<file path="src/design/alu8s_pkg.sv">
// Types and constants of the two-slice eight-bit ALU.
package alu8s_pkg;

  localparam int unsigned NibW  = 4;
  localparam int unsigned DataW = 2 * NibW;

  typedef enum logic [3:0] {
    OP_ADD  = 4'd0,
    OP_SUB  = 4'd1,
    OP_NEG  = 4'd2,
    OP_SHL  = 4'd3,
    OP_SHLC = 4'd4,
    OP_INC  = 4'd5,
    OP_ADC  = 4'd6,
    OP_SBC  = 4'd7,
    OP_NOT  = 4'd8,
    OP_AND  = 4'd9,
    OP_OR   = 4'd10,
    OP_XOR  = 4'd11,
    OP_ZERO = 4'd12,
    OP_TEST = 4'd13,
    OP_SHR  = 4'd14,
    OP_SHRC = 4'd15
  } opcode_t;

  typedef struct packed {
    logic [NibW-1:0] nibble;
    logic            carry;
    logic            overflow;
  } slice_out_t;

endpackage

</file>
<file path="src/design/alu8s_slice.sv">
// One four-bit ALU slice: nibble result, slice carry and overflow.
module alu8s_slice (
  input  logic [alu8s_pkg::NibW-1:0] a,
  input  logic [alu8s_pkg::NibW-1:0] b,
  input  alu8s_pkg::opcode_t         op,
  input  logic                       c,
  input  logic                       low_slice,
  output alu8s_pkg::slice_out_t      y
);
  import alu8s_pkg::*;

  logic [NibW:0] r;
  logic [NibW:0] addend;
  logic          of;
  logic          fixed;
  logic          cv;
  logic          inc_v;
  logic          a_nz;

  // The low slice uses a fixed carry except for the carry-through variants.
  assign fixed = low_slice && (op != OP_ADC) && (op != OP_SBC) && (op != OP_SHLC);
  assign cv    = fixed ? 1'b0 : c;
  assign inc_v = fixed | c;
  assign a_nz  = (a != '0);

  always_comb begin
    r      = '0;
    addend = '0;
    of     = 1'b0;
    unique case (op)
      OP_ADD, OP_ADC: begin
        addend = {1'b0, b};
        r      = {1'b0, a} + addend + {{NibW{1'b0}}, cv};
        of     = (a[NibW-1] == addend[NibW-1]) && (a[NibW-1] != r[NibW-1]);
      end
      OP_SUB, OP_SBC: begin
        addend = {1'b1, ~b} + {{NibW{1'b0}}, 1'b1} - {{NibW{1'b0}}, cv};
        r      = {1'b0, a} + addend;
        of     = (a[NibW-1] == addend[NibW-1]) && (a[NibW-1] != r[NibW-1]);
      end
      OP_NEG: begin
        r = ({1'b1, ~a} + {{NibW{1'b0}}, inc_v}) ^ {1'b1, {NibW{1'b0}}};
      end
      OP_SHL, OP_SHLC: begin
        r = {a, cv};
      end
      OP_INC: begin
        r  = {1'b0, a} + {{NibW{1'b0}}, inc_v};
        of = !a[NibW-1] && r[NibW-1];
      end
      OP_NOT:  r = {1'b1, ~a};
      OP_AND:  r = {1'b0, a & b};
      OP_OR:   r = {1'b0, a | b};
      OP_XOR:  r = {1'b0, a ^ b};
      OP_ZERO: r = '0;
      OP_TEST: begin
        if (low_slice) begin
          r = {{NibW{1'b0}}, a_nz | c};
        end else begin
          r = {a_nz, {NibW{1'b0}}};
        end
      end
      OP_SHR:  r = {a[0], low_slice & c, a[NibW-1:1]};
      OP_SHRC: r = {a[0], c, a[NibW-1:1]};
      default: r = '0;
    endcase
  end

  assign y.nibble   = r[NibW-1:0];
  assign y.carry    = r[NibW];
  assign y.overflow = of;

endmodule

</file>
<file path="src/design/alu8s_datapath.sv">
// Two slices chained in the order that the opcode selects.
module alu8s_datapath (
  input  logic [alu8s_pkg::DataW-1:0] a,
  input  logic [alu8s_pkg::DataW-1:0] b,
  input  alu8s_pkg::opcode_t          op,
  input  logic                        cin,
  output alu8s_pkg::slice_out_t       lo,
  output alu8s_pkg::slice_out_t       hi
);
  import alu8s_pkg::*;

  logic            hi_first;
  logic [NibW-1:0] first_a;
  logic [NibW-1:0] first_b;
  logic [NibW-1:0] second_a;
  logic [NibW-1:0] second_b;
  slice_out_t      first_y;
  slice_out_t      second_y;

  // Logic and shift-right opcodes run the high slice first.
  assign hi_first = op[NibW-1];
  assign first_a  = hi_first ? a[DataW-1:NibW] : a[NibW-1:0];
  assign first_b  = hi_first ? b[DataW-1:NibW] : b[NibW-1:0];
  assign second_a = hi_first ? a[NibW-1:0] : a[DataW-1:NibW];
  assign second_b = hi_first ? b[NibW-1:0] : b[DataW-1:NibW];

  alu8s_slice u_first (
    .a         (first_a),
    .b         (first_b),
    .op        (op),
    .c         (cin),
    .low_slice (!hi_first),
    .y         (first_y)
  );

  alu8s_slice u_second (
    .a         (second_a),
    .b         (second_b),
    .op        (op),
    .c         (first_y.carry),
    .low_slice (hi_first),
    .y         (second_y)
  );

  assign lo = hi_first ? second_y : first_y;
  assign hi = hi_first ? first_y : second_y;

endmodule

</file>
<file path="src/design/alu_8bit_two_nibble_slices.sv">
// Top level of the eight-bit ALU built from two four-bit slices.
//
//   Channel   Direction  Transfer                 Ports
//   command   in         start && !busy at edge   operand_a operand_b opcode carry
//   result    out        done at edge             result, high_* and low_* flags
//
// A command is registered at the edge that takes it, and the slices work on the
// registered operands.
// The result register loads at the next edge, so done is high for exactly one
// cycle; a command passes the input register and then the result register.
// A new command is taken in every cycle; busy stays low and the receiver cannot
// hold results off.
// rst clears the valid bits of the input and result registers.
module alu_8bit_two_nibble_slices (
  input  logic                        clk,
  input  logic                        rst,
  input  logic                        start,
  output logic                        busy,
  input  logic [alu8s_pkg::DataW-1:0] operand_a,
  input  logic [alu8s_pkg::DataW-1:0] operand_b,
  input  logic [alu8s_pkg::NibW-1:0]  opcode,
  input  logic                        carry,
  output logic                        done,
  output logic [alu8s_pkg::DataW-1:0] result,
  output logic                        high_carry,
  output logic                        high_zero,
  output logic                        high_sign,
  output logic                        high_overflow,
  output logic                        low_carry,
  output logic                        low_zero,
  output logic                        low_sign,
  output logic                        low_overflow
);
  import alu8s_pkg::*;

  logic             in_valid;
  logic [DataW-1:0] in_a;
  logic [DataW-1:0] in_b;
  opcode_t          in_op;
  logic             in_cin;
  slice_out_t       lo;
  slice_out_t       hi;

  assign busy = 1'b0;

  always_ff @(posedge clk) begin
    if (rst) begin
      in_valid <= 1'b0;
    end else begin
      in_valid <= start && !busy;
    end
  end

  always_ff @(posedge clk) begin
    if (start && !busy) begin
      in_a   <= operand_a;
      in_b   <= operand_b;
      in_op  <= opcode_t'(opcode);
      in_cin <= carry;
    end
  end

  alu8s_datapath u_datapath (
    .a   (in_a),
    .b   (in_b),
    .op  (in_op),
    .cin (in_cin),
    .lo  (lo),
    .hi  (hi)
  );

  always_ff @(posedge clk) begin
    if (rst) begin
      done <= 1'b0;
    end else begin
      done <= in_valid;
    end
  end

  always_ff @(posedge clk) begin
    if (in_valid) begin
      result        <= {hi.nibble, lo.nibble};
      high_carry    <= hi.carry;
      high_zero     <= (hi.nibble == '0);
      high_sign     <= hi.nibble[NibW-1];
      high_overflow <= hi.overflow;
      low_carry     <= lo.carry;
      low_zero      <= (lo.nibble == '0);
      low_sign      <= lo.nibble[NibW-1];
      low_overflow  <= lo.overflow;
    end
  end

endmodule

</file>
<file path="config.mk">
export PLATFORM = sky130hd
export DESIGN_NAME = alu_8bit_two_nibble_slices
export DESIGN_NICKNAME = d
export VERILOG_FILES = /design/src/design/alu8s_pkg.sv /design/src/design/alu8s_slice.sv /design/src/design/alu8s_datapath.sv /design/src/design/alu_8bit_two_nibble_slices.sv
export SDC_FILE = /design/constraint.sdc
export NUM_CORES = 1
export LEC_CHECK = 0
export BUFFER_PORTS_ARGS = -buffer_cell sky130_fd_sc_hd__buf_2
export CORE_MARGIN = 10
export CORE_UTILIZATION = 35
export CTS_CLUSTER_DIAMETER = 50
export DETAILED_ROUTE_END_ITERATION = 12
export PLACE_DENSITY = 0.59
export SLEW_MARGIN = 5
export SYNTH_ARGS = -nofsm -noshare
export SYNTH_HDL_FRONTEND = slang
export SYNTH_SLANG_ARGS = --single-unit
export TNS_END_PERCENT = 30
</file>
<file path="constraint.sdc">
create_clock -name clk -period 13.3 [get_ports clk]
set_input_delay 1.33 -clock clk [delete_from_list [all_inputs] [get_ports clk]]
set_output_delay 1.33 -clock clk [all_outputs]
set_load 0.01 [all_outputs]
</file>
Word level (Yosys, flattened, before mapping)
Cells that the tools add are included.
{"block": "word_totals", "regBits": 39, "in_bits": 24, "word_cells": 110}
{"block": "classes", "mux": 14, "n_addsub": 14, "n_eq_ne": 26, "n_bitwise": 18, "n_reduce_logical": 23}
{"op": "5-bit case mux with 13 select lines", "n": 2}
{"op": "4-bit equality test, second input constant", "n": 8}
{"op": "5-bit by 1-bit adder with 5-bit output", "n": 4}
{"op": "4-bit by 3-bit equality test with 1-bit output, second input constant", "n": 4}
{"op": "4-bit two-way mux", "n": 4}
{"op": "4-bit inverter", "n": 4}
{"op": "1-bit logical AND", "n": 12}
{"op": "4-bit zero test", "n": 3}
{"op": "6-bit two-way mux", "n": 2}
{"op": "4-bit by 3-bit != test with 1-bit output, second input constant", "n": 3}
{"op": "4-bit by 1-bit adder with 5-bit output", "n": 2}
{"op": "4-bit by 4-bit adder with 5-bit output", "n": 2}
{"op": "4-bit by 5-bit adder with 5-bit output", "n": 2}
{"op": "5-bit by 1-bit adder with 5-bit output, second input constant", "n": 2}
{"op": "5-bit two-way mux", "n": 2}
{"op": "5-bit by 1-bit subtractor with 5-bit output", "n": 2}
{"op": "4-bit AND", "n": 2}
{"op": "4-bit by 2-bit equality test with 1-bit output, second input constant", "n": 2}
{"op": "4-bit OR", "n": 2}
{"op": "4-bit nonzero test", "n": 2}
{"op": "4-bit bitwise XOR", "n": 2}
{"op": "1-bit case mux with 3 select lines", "n": 2}
{"op": "2-bit OR reduction", "n": 3}
{"op": "1-bit equality test", "n": 4}
{"op": "7 further kinds", "n": 18}

Longest topological paths before layout
Gate-level depths: netlist (run 1).
{"block": "depth", "depth_word": 16, "mapped_depth": 29, "depth_no_buf": 26}

Cells and area by module
From an unflattened synthesis (run 1), not the netlist that was laid out.
{"block": "unflattened", "hier_cells": 419, "hier_area_um2": 4025.1}
{"module": "alu8s_slice at u_datapath.u_first", "area_per_inst_um2": 1244.9, "seq_area_each_um2": 0.0, "instances": 1, "cells_each": 169}
{"module": "alu8s_slice at u_datapath.u_second", "area_per_inst_um2": 1244.9, "seq_area_each_um2": 0.0, "instances": 1, "cells_each": 173}
{"module": "alu_8bit_two_nibble_slices", "area_per_inst_um2": 1154.9, "seq_area_each_um2": 1091.0, "instances": 1, "cells_each": 45}
{"module": "alu8s_datapath", "area_per_inst_um2": 380.4, "seq_area_each_um2": 0.0, "instances": 1, "cells_each": 32}

Worst setup path after synthesis (run 1)
No wires, ideal clock.
{"block": "synth_timing", "kind": "register to register", "startpoint": "register in_op[3]", "endpoint": "register high_carry, data pin", "stages_incl_launch_ff": 29, "slack_ps": 8044, "t_arrival_ps": 4990, "required_time_ps": 13034, "path_cell_list": "edfxtp_1 > buf_6 > buf_12 > clkbuf_8 > buf_2 > clkbuf_8 > mux2i_1 > ha_1 > ha_1 > inv_1 > ha_1 > inv_1 > ha_1 > a21o_1 > a21oi_1 > mux2i_1 > a31oi_1 > nand2_1 > ha_1 > ha_1 > inv_1 > ha_1 > inv_1 > ha_1 > a21o_1 > a21oi_1 > xnor2_1 > a211oi_2 > o21ai_1"}
{"element": "start, declared", "line_no": "alu_8bit_two_nibble_slices.sv:39", "rtl": "opcode_t in_op;"}
{"element": "start signal, assigned", "line_no": "alu_8bit_two_nibble_slices.sv:58", "rtl": "in_op <= opcode_t'(opcode);"}
{"element": "end signal, assigned", "line_no": "alu_8bit_two_nibble_slices.sv:83", "rtl": "high_carry <= hi.carry;"}
{"element": "end, declared", "line_no": "alu_8bit_two_nibble_slices.sv:25", "rtl": "output logic high_carry,"}

==> results.md, run 1 <==
* Outcome: completed
* Drt wl/cell at approximately 18 um
* Crit path required time at 13.42 ns
* CP delay by family, top: adder cells
* DRT antenna net count at 0
* Vias at 3076
* RePlAce Congestion at 0.966
* Antenna violations before repair at 0
* Die area at 0.0157 mm2
* Overflow after GRT at 0
* CTS root buffer: clkbuf_8
* Initial core utilization at 0.359
* Synth Register Bits at 37
* Die Wd at 125 um
* Unrepaired setup endpoints after global routing: false
* First drt pass iteration count at 6
* Vias in the first global route at 3010
* Crit path largest cell delay at 0.49 ns
* Commonest non-fill, non-tap cell in the layout: ha_1
* Area growth from synthesis to layout at 6.17%
* Post-CTS setup buffer count at 0
* Ys Warns at 0
* Post-layout util at 0.381
* Reported max-cap violation count at 0
* Pin count of the biggest net entering global routing at 47
* Fmax at 169 MHz
* DR iter-0 viols at 278
* Fin crit share at 0.445
* Crit-path max FO at 45
* Vias per cell at 5.51
* Core area at 0.0108 mm2
* WS Path Type: register to register
* Post-place setup slack at approximately 7.4 ns
* Ant. Diodes at 0
* DRC at 0
* Net switching power figure at 168 uW
* DP Area at 0.00405 mm2
* H-tree depth at 2
* Number of flops mapped to enable cells by yosys at 35
* WP data arrival at 6.03 ns
* Flop pwr share at 0.346
* Hold Path Class: register to register
* Setup crit start kind: register
* Most used cell, CP: ha_1
* Async set or reset register ratio after synthesis at 0
* Port bufs at 40
* Setup violations, final at 0
* CTS tree: yes
* Comb power frac at 0.482
* Sequential share of the synthesized area at 0.280
* Synth Cell Area at 0.00389 mm2
* Top FF cell, synth: edfxtp_1
* Number of distinct library cells after synthesis at 77
* Die Height at 125 um
* Worst VDD drop at 46.3 uV
* Total power at between 400 and 500 uW
* Num CTS Buffers at 5
* Post-CTS Hold Buffers at 0
* Clock power frac at 0.171
* Internal at 266 uW
* Syn avg cell area at 9.98 um2
* Final WL at 10.3 mm
* Highest-count cells in the layout ignoring fill and taps: 42 x ha_1, 40 x buf_2, 35 x edfxtp_1
* Final Hold Viols at 0
* Switch share at 0.387
* Cell count after synthesis at 390
* GRT Overall Usage at 0.127
* Setup_tns at 0 ns
* CP endpoint kind: register
* Global-route wire length before repair at 16.4 mm
* Total power per unit cell area at 105 mW/mm2
* WP buf/inv at 7
* Post-DP HPWL at 8.09 mm
* Total I/O pin count at 42
* Final #Nets at between 400 and 500
* Clk slew on worst S/H paths at 0.07 ns
* Slowest CP cell: buf_4
* Proportion of layout cells with a drive suffix above 1 at 0.201
* Lkg Pwr at 0.00170 uW
* Final setup margin at 7.38 ns
* Clk Latency, worst-skew pair at 0.28 ns
* Actual slew at the worst max-slew pin at approximately 0.84 ns
* Fin crit period at 5.92 ns
* Finished Cell Area at 0.00413 mm2
* Clock sink count at 37
* Post-CTS sizing at 0
* Max Root-Sink Buffers at 2
* Worst rel slew slack at 0.430
* Syn_nets at 462
* Worst clock skew at 0.00380 ns
* Pins Over Slew Limit at 0
* Num rows at 38
-- worst paths after layout --
check / slack (ns) / cells after the start / to / start
hold / removal: 0.72 / 0 / high_overflow / in_valid
hold reg to reg: 0.72 / 0 / high_overflow / in_valid
setup / recovery: 7.38 / 27 / high_zero / in_op[3]
setup reg to reg: 7.38 / 27 / high_zero / in_op[3]
-- flip-flops by register name, summed over array words and instances (netlist names) --
signal,count
in_a,8
in_b,8
result,8
in_op,4
done,1
high_carry,1
high_overflow,1
high_zero,1
in_cin,1
in_valid,1
low_carry,1
low_overflow,1
low_zero,1
-- power groups by stage --
stage                     clock, uW  sequential, uW  combinational (uW)
after detailed placement          0             153                 207
final                          74.3             150                 209
after global placement            0             152                 205
after global routing           84.0             151                 233
after CTS                      77.9             150                 208
after floorplan                   0             152                 160
-- per-stage QoR --
stage               std cells  hold slack (ns)
global route              558            0.763
global placement          550            0.717
CTS                       558            0.734
detailed placement        550            0.721
floorplan                 390            0.659
finish                    558            0.724
-- per-layer routing --
layer	vias to the layer above	share of wire	routed length [um]	track usage
met4	0	0.020	201	0.0346
li1	1477	-	-	-
met1	1447	0.45	4650	0.173
met3	12	0.092	943	0.0363
met5	-	0	0	0
met2	140	0.44	4480	0.191
-- cell type report --
cell class              instances  area [um2]
clock buffers                   8        80.1
fillers                      1121        6710
inverters                      34         128
multi-input cells             294        2420
flip-flops and latches         37        1090
well taps                     140         175
repair buffers                 45         238
-- cells by family (layout without fill, tap and decap cells) --
logic type / Yosys count / after routing / synth area share
other cells: 1 / 1 / 0.000964
compound gates: 96 / 96 / 0.175
xor+xnor: 21 / 21 / 0.0521
flops: 37 / 37 / 0.280
buf+inv: 59 / 87 / 0.0978
mux: 16 / 16 / 0.0598
fa+ha+maj: 48 / 48 / 0.166
simple gates: 112 / 112 / 0.168
-- Yosys cell counts (6+ instances only) --
master | instances | area (um2)
edfxtp_1 | 35 | 1050
buf_2 | 6 | 30.0
a31oi_1 | 6 | 37.5
o22ai_1 | 7 | 43.8
nor2_1 | 16 | 60.1
fa_1 | 6 | 120
xnor2_1 | 12 | 105
buf_6 | 8 | 90.1
nor2b_1 | 9 | 56.3
nand2b_1 | 6 | 37.5
mux2i_1 | 6 | 60.1
nand2_1 | 30 | 113
a21oi_1 | 13 | 65.1
clkbuf_8 | 6 | 82.6
xor2_1 | 8 | 70.1
ha_1 | 42 | 526
o21ai_0 | 21 | 105
nand3_1 | 9 | 45.0
inv_1 | 33 | 124
(Power assumes the default switching activity.)
==> inputs of run 2 (changes only) <==
--- a/config.mk
+++ b/config.mk
@@ -5,6 +5,7 @@
 export SDC_FILE = /design/constraint.sdc
 export NUM_CORES = 1
 export LEC_CHECK = 0
+export ABC_AREA = 1
 export BUFFER_PORTS_ARGS = -buffer_cell sky130_fd_sc_hd__buf_2
 export CORE_MARGIN = 10
 export CORE_UTILIZATION = 35
==> constraint.sdc (replaced) <==
create_clock -name clk -period 5.9 [get_ports clk]
set_input_delay 0.59 -clock clk [delete_from_list [all_inputs] [get_ports clk]]
set_output_delay 0.59 -clock clk [all_outputs]
set_load 0.01 [all_outputs]
==> run 2 against run 1 <==
Against the previous run:
- clock-buffer cell count shrank 3
- cell count up 20%
- worst setup slack worse by 6.6 ns
- sequential power is 120% higher
- sequential share of layout area increased by 0.080 points
- area after synthesis down 5.9%
- via count increased by 11%
- die area decreased by 5.0%
- core utilization is 2.0 points higher
- clock power rose to 3.6 times the previous value
- synthesized cell count rose by 26%
- fmax grew 15%
- critical path type unchanged
- largest cell class unchanged
==> results.md, run 2 <==
* Post-CTS sizing at 0 (unchanged)
* CTS tree: yes
* First drt pass iteration count at 4 (-2)
* WP data arrival at 5.18 ns (-0.85 ns)
* Initial core utilization at 0.356 (-0.00286)
* Top cell type's share of synthesized area at 0.287 (+0.0171)
* R2R Setup Slk at 0.77 ns (-6.61 ns)
* Crit path largest cell delay at 0.42 ns (-0.07 ns)
* Commonest non-fill, non-tap cell in the layout: nand2_1
* Setup_tns at 0 ns (unchanged)
* Vias in the first global route at 3385 (+12%)
* Top FF cell, synth: edfxtp_1
* Fmax at 195 MHz (+15%)
* Top cells by count, synth: 121 x nand2_1, 66 x inv_1, 48 x nor2_1
* Finished Cell Area at 0.00412 mm2 (-0.30%)
* Core area at 0.0103 mm2 (-5.2%)
* Hold Path Class: input pin to register
* Syn avg cell area at 7.47 um2 (-25%)
* Port bufs at 40 (unchanged)
* DR iter-0 viols at 320 (+15%)
* Ys Warns at 0 (unchanged)
* Comb power frac at 0.429 (-0.053)
* Slowest CP cell: edfxtp_1
* Pins Over Slew Limit at 0 (unchanged)
* Worst VDD drop at 149 uV (+220%)
* Die area at 0.0149 mm2 (-5.0%)
* DP Area at 0.00396 mm2 (-2.3%)
* Proportion of layout cells with a drive suffix above 1 at 0.173 (-0.0283)
* Area growth from synthesis to layout at 12.5%
* Crit path required time at 5.95 ns (-7.47 ns)
* Lkg Pwr at 0.00199 uW (+17%)
* Outcome: completed
* Internal at 652 uW (+150%)
* Syn_nets at 562 (+22%)
* Sequential share of the synthesized area at 0.298 (+0.0177)
* CTS root buffer: clkbuf_8
* Final #Nets at 604 (+24%)
* Worst rel slew slack at 0.338 (-0.0920)
* Flop pwr share at 0.315 (-0.031)
* Vias at 3405 (+11%)
* Die Height at 122 um (-2.5%)
* Switch share at 0.384 (-0.00328)
* DRT antenna net count at 0 (unchanged)
* Post-DP HPWL at 8.66 mm (+7.0%)
* Most common cell in the synthesized netlist: nand2_1
* Worst clock skew at 0.0105 ns (+0.00675 ns)
* Largest regs: in_a: 8 flops, in_b: 8 flops, result: 8 flops
* H-tree depth at 2 (unchanged)
* Highest-count cells in the layout ignoring fill and taps: 121 x nand2_1, 66 x inv_1, 48 x nor2_1
* CP endpoint kind: register
* DRC at 0 (unchanged)
* Clk Latency, worst-skew pair at 0.30 ns (+0.02 ns)
* Final Hold Viols at 0 (unchanged)
* Fin crit period at 5.13 ns (-0.786 ns)
* Total power per unit cell area at 257 mW/mm2 (+140%)
* Fin crit share at 0.870 (+0.425)
* Crit-path max FO at 5 (-89%)
* Dominant cells by area after synthesis: edfxtp_1 29%, ha_1 14%, nand2_1 12%
* Number of flops mapped to enable cells by yosys at 35 (unchanged)
* Vias per cell at 5.09 (-7.7%)
* Cell count after synthesis at 490 (+26%)
* Synth Cell Area at 0.00366 mm2 (-5.9%)
* Area leader, netlist: edfxtp_1
* Global-route wire length before repair at 17.6 mm (+7.6%)
* Drt wl/cell at 16.3 um (-12%)
* Num rows at 37 (-2.6%)
* Unrepaired setup endpoints after global routing: false
* GRT Overall Usage at 0.148 (+0.0214)
* Num CTS Buffers at 5 (unchanged)
* Async set or reset register ratio after synthesis at 0 (unchanged)
* Setup violations, final at 0 (unchanged)
* Number of distinct library cells after synthesis at 40 (-48%)
* WS Path Type: register to register
* Clock power frac at 0.257 (+0.086)
* RePlAce Congestion at 0.937 (-2.9%)
* Actual slew at the worst max-slew pin at 0.987 ns (+0.144 ns)
* Clock sink count at 37 (unchanged)
* Final WL at 10.9 mm (+6.0%)
* Net switching power figure at 406 uW (+140%)
* Clk slew on worst S/H paths at 0.09 ns (+0.02 ns)
* Total I/O pin count at 42 (unchanged)
* Synth Register Bits at 37 (unchanged)
* Max Root-Sink Buffers at 2 (unchanged)
* Antenna violations before repair at 0 (unchanged)
* Reported max-cap violation count at 0 (unchanged)
* Die Wd at 122 um (-2.5%)
* Setup crit start kind: register
* Overflow after GRT at 0 (unchanged)
* Ant. Diodes at 0 (unchanged)
* Pin count of the biggest net entering global routing at 23 (-51%)
* Most used cell, CP: ha_1
## run 2: cell count changes after synthesis, moves of 7 or more
| cell | before | now |
|---|---|---|
| nand2_1 | 30 | 121 |
| inv_1 | 33 | 66 |
| nor2_1 | 16 | 48 |
| nand3_1 | 9 | 32 |
| nor2b_1 | 9 | 0 |
| o21ai_0 | 21 | 30 |
| xnor2_1 | 12 | 3 |
| nand2_2 | 0 | 7 |
## run 2: layout make-up
type                    instances  area, um2
well taps                     136        170
repair buffers                 47        253
clock inverters                 3       68.8
clock buffers                   5       68.8
multi-input cells             369       2200
inverters                      72        270
flip-flops and latches         37       1090
fillers                      1110       6160
## run 2: logic make-up after synthesis
family	after synthesis	synth area share
simple gates	242	0.295
buf+inv	84	0.102
compound gates	70	0.108
fa+ha+maj	48	0.176
flops	37	0.298
xor+xnor	8	0.0191
other cells	1	0.00102
## run 2: per-stage QoR
stage          setup WS [ns]  hold slack [ns]  utilization  total power (uW)  instances
2_1_floorplan          0.854            0.614            -               664        490
3_3_place_gp           0.852            0.752        0.385               779        658
3_5_place_dp           0.686            0.768        0.385               783        658
4_1_cts                0.666            0.452        0.399              1060        666
5_1_grt                0.110            0.438        0.401              1140        669
6_report               0.769            0.461        0.401              1060        669
## run 2: power by group through the flow
| stage | clock network (uW) | logic, uW | registers, uW |
|---|---|---|---|
| after floorplan | 0 | 322 | 342 |
| after global placement | 0 | 439 | 340 |
| after detailed placement | 0 | 442 | 341 |
| after CTS | 279 | 446 | 335 |
| after global routing | 292 | 516 | 336 |
| final | 271 | 454 | 333 |
## run 2: final timing paths
kind,from,endpoint,depth (start not counted)
setup reg to reg,in_op[1],high_carry,31
hold reg to reg,in_valid,done,2
hold / removal,rst,in_valid,2
setup / recovery,in_op[1],high_carry,31
## run 2: layer usage
metal  wire (um)  share of wire  global-route usage
met5           0              0                   0
met4         275          0.025              0.0486
met3         758          0.070              0.0298
met2        5100           0.47               0.246
met1        4760           0.44               0.189
## run 2: worst max-delay path, delay by kind of cell (launching register included)
family,cells,cell delay [ns]
xor gates and xnor gates,2,0.32
AOI/OAI and AO/OA,6,0.88
DFF,1,0.42
adders and majority gates,8,1.71
and+or+nand+nor,11,1.24
buffers and inverters,4,0.34
## run 2: timing repair
action / in CTS / in global routing
buffers inserted: 0 / 3
hold buffers: 0 / 0
endpoints found under the setup margin: 0 / 1
endpoints found under the hold margin: 0 / 0
==> inputs of run 3 (changes only) <==
--- a/config.mk
+++ b/config.mk
@@ -9,6 +9,7 @@
 export BUFFER_PORTS_ARGS = -buffer_cell sky130_fd_sc_hd__buf_2
 export CORE_MARGIN = 10
 export CORE_UTILIZATION = 35
+export CTS_BUF_LIST = sky130_fd_sc_hd__clkbuf_2
 export CTS_CLUSTER_DIAMETER = 50
 export DETAILED_ROUTE_END_ITERATION = 12
 export PLACE_DENSITY = 0.59
==> run 3 against run 2 <==
Against the previous run:
- sequential share of layout area rose by 0.43 points
- combinational power hardly changed
- design area is 1.6% lower
- routed wire length rose by 0.14%
- worst setup slack worse by 0.13 ns
- core utilization fell by 0.65 points
- register-to-register slack worse by 0.13 ns
- critical path depth is 2 lower
- die area unchanged
- critical endpoint unchanged
- largest power group unchanged
- highest routed layer unchanged
==> results.md, run 3 (synthesis results as in run 2) <==
* Outcome: completed
* WP data arrival at 5.50 ns (+0.32 ns)
* Num rows at 37 (unchanged)
* Flop pwr share at 0.334 (+0.019)
* Actual slew at the worst max-slew pin at 1.01 ns (+0.0270 ns)
* Clock power frac at 0.215 (-0.042)
* Comb power frac at 0.451 (+0.022)
* Post-CTS Hold Buffers at 0 (unchanged)
* Die Wd at 122 um (unchanged)
* Met3 global-route usage at 0.0285 (-0.00138)
* Die Height at 122 um (unchanged)
* Largest regs: in_a: 8 flops, in_b: 8 flops, result: 8 flops
* Initial core utilization at 0.356 (unchanged)
* Final #Nets at 601 (-0.50%)
* H-tree depth at 2 (unchanged)
* RePlAce Congestion at 0.937 (unchanged)
* DR iter-0 viols at 327 (+2.2%)
* Grt peak-use layer: met2
* Setup_tns at 0 ns (unchanged)
* Grt met2 use at 0.245 (-0.00135)
* Antenna violations before repair at 0 (unchanged)
* Highest-count cells in the layout ignoring fill and taps: 121 x nand2_1, 66 x inv_1, 48 x nor2_1
* Fin crit period at 5.27 ns (+0.134 ns)
* Overflow after GRT at 0 (unchanged)
* Drt wl/cell at 16.4 um (+0.59%)
* Ant. Diodes at 0 (unchanged)
* Proportion of layout cells with a drive suffix above 1 at 0.168 (-0.00468)
* Vias in the first global route at 3374 (-0.32%)
* Pin count of the biggest net entering global routing at 23 (unchanged)
* Area growth from synthesis to layout at 10.7%
* Internal at 596 uW (-8.6%)
* Num CTS Buffers at 5 (unchanged)
* Max Root-Sink Buffers at 2 (unchanged)
* CP endpoint kind: register
* Vias at 3386 (-0.56%)
* Final Hold Viols at 0 (unchanged)
* Dpl cells at 658 (unchanged)
* Post-CTS sizing at 0 (unchanged)
* Pins Over Slew Limit at 0 (unchanged)
* Met1 usage at 0.189 (-0.000274)
* WS Path Type: register to register
* Die area at 0.0149 mm2 (unchanged)
* Worst rel slew slack at 0.320 (-0.0181)
* Worst clock skew at 0.0397 ns (+0.0292 ns)
* Lkg Pwr at 0.00196 uW (-1.5%)
* First drt pass iteration count at 5 (+1)
* Net switching power figure at 404 uW (-0.41%)
* Unrepaired setup endpoints after global routing: false
* Clock sink count at 37 (unchanged)
* Crit path required time at 6.13 ns (+0.18 ns)
* Core area at 0.0103 mm2 (unchanged)
* Setup crit start kind: register
* Total I/O pin count at 42 (unchanged)
* Global-route wire length before repair at 17.6 mm (-0.31%)
* DRC at 0 (unchanged)
* Port bufs at 40 (unchanged)
* Clk slew on worst S/H paths at 0.25 ns (+0.16 ns)
* Crit path largest cell delay at 0.73 ns (+0.31 ns)
* Post-CTS setup buffer count at 0 (unchanged)
* Setup violations, final at 0 (unchanged)
* Fin crit share at 0.892 (+0.0227)
* Total power per unit cell area at 247 mW/mm2 (-3.9%)
* Hold Path Class: input pin to register
* Reported max-cap violation count at 0 (unchanged)
* Crit-path max FO at 18 (+13)
* Post-DP HPWL at 8.66 mm (unchanged)
* Commonest non-fill, non-tap cell in the layout: nand2_1
* Worst VDD drop at 147 uV (-1.0%)
* CTS tree: yes
* Most used cell, CP: ha_1
* Vias per cell at 5.08 (-0.11%)
* CTS root buffer: clkbuf_2
* Clk Latency, worst-skew pair at 0.44 ns (+0.14 ns)
* Slowest CP cell: edfxtp_1
* Switch share at 0.404 (+0.0205)
* DRT antenna net count at 0 (unchanged)
* Final non-filler cell total at 666 (-0.45%)
* Fmax at 190 MHz (-2.5%)
* Final WL at 10.9 mm (+0.14%)
* GRT Overall Usage at 0.148 (-0.000287)
run 3: final timing paths:
| check | startpoint | end | slack [ns] | cells past startpoint |
|---|---|---|---|---|
| hold / removal | rst | in_valid | 0.32 | 2 |
| setup reg to reg | in_op[3] | high_carry | 0.63 | 29 |
| hold reg to reg | in_valid | done | 0.78 | 2 |
| setup / recovery | in_op[3] | high_carry | 0.63 | 29 |
run 3: area by class of cell:
type                       count  area [um2]
clock inverter                 3        68.8
timing repair buffer          44         230
sequential                    37        1090
fill                        1116        6220
multi-input combinational    369        2200
tap                          136         170
inverter                      72         270
clock buffer                   5        25.0
run 3: critical path: cells and delay by family (launching register included):
family / cells / cell delay [ns]
adders and majority gates: 8 / 1.74
AOI/OAI and AO/OA: 6 / 0.82
and+or+nand+nor: 10 / 1.26
xor gates and xnor gates: 2 / 0.32
DFF: 1 / 0.73
buffers and inverters: 3 / 0.22
run 3: power groups by stage:
| stage | clock (uW) | sequential (uW) | combinational, uW |
|---|---|---|---|
| final | 215 | 334 | 451 |
| after CTS | 220 | 335 | 445 |
| after detailed placement | 0 | 341 | 442 |
| after global routing | 231 | 338 | 511 |
| after floorplan | 0 | 342 | 322 |
| after global placement | 0 | 340 | 439 |
run 3: stage by stage:
step / setup WS (ns) / power, uW / hold slack, ns / utilization / cell area [um2]
6_report: 0.635 / 1000 / 0.315 / 0.394 / 4050
3_3_place_gp: 0.852 / 779 / 0.752 / 0.385 / 3960
2_1_floorplan: 0.854 / 664 / 0.614 / - / 3660
5_1_grt: 0.00602 / 1080 / 0.261 / 0.394 / 4050
3_5_place_dp: 0.686 / 783 / 0.768 / 0.385 / 3960
4_1_cts: 0.681 / 1000 / 0.293 / 0.394 / 4050
run 3: per-layer routing:
metal  part of all wire  vias up
met5                  0        -
met4              0.026        0
met3              0.070       25
met2               0.47      127
met1               0.44     1559
li1                   -     1675
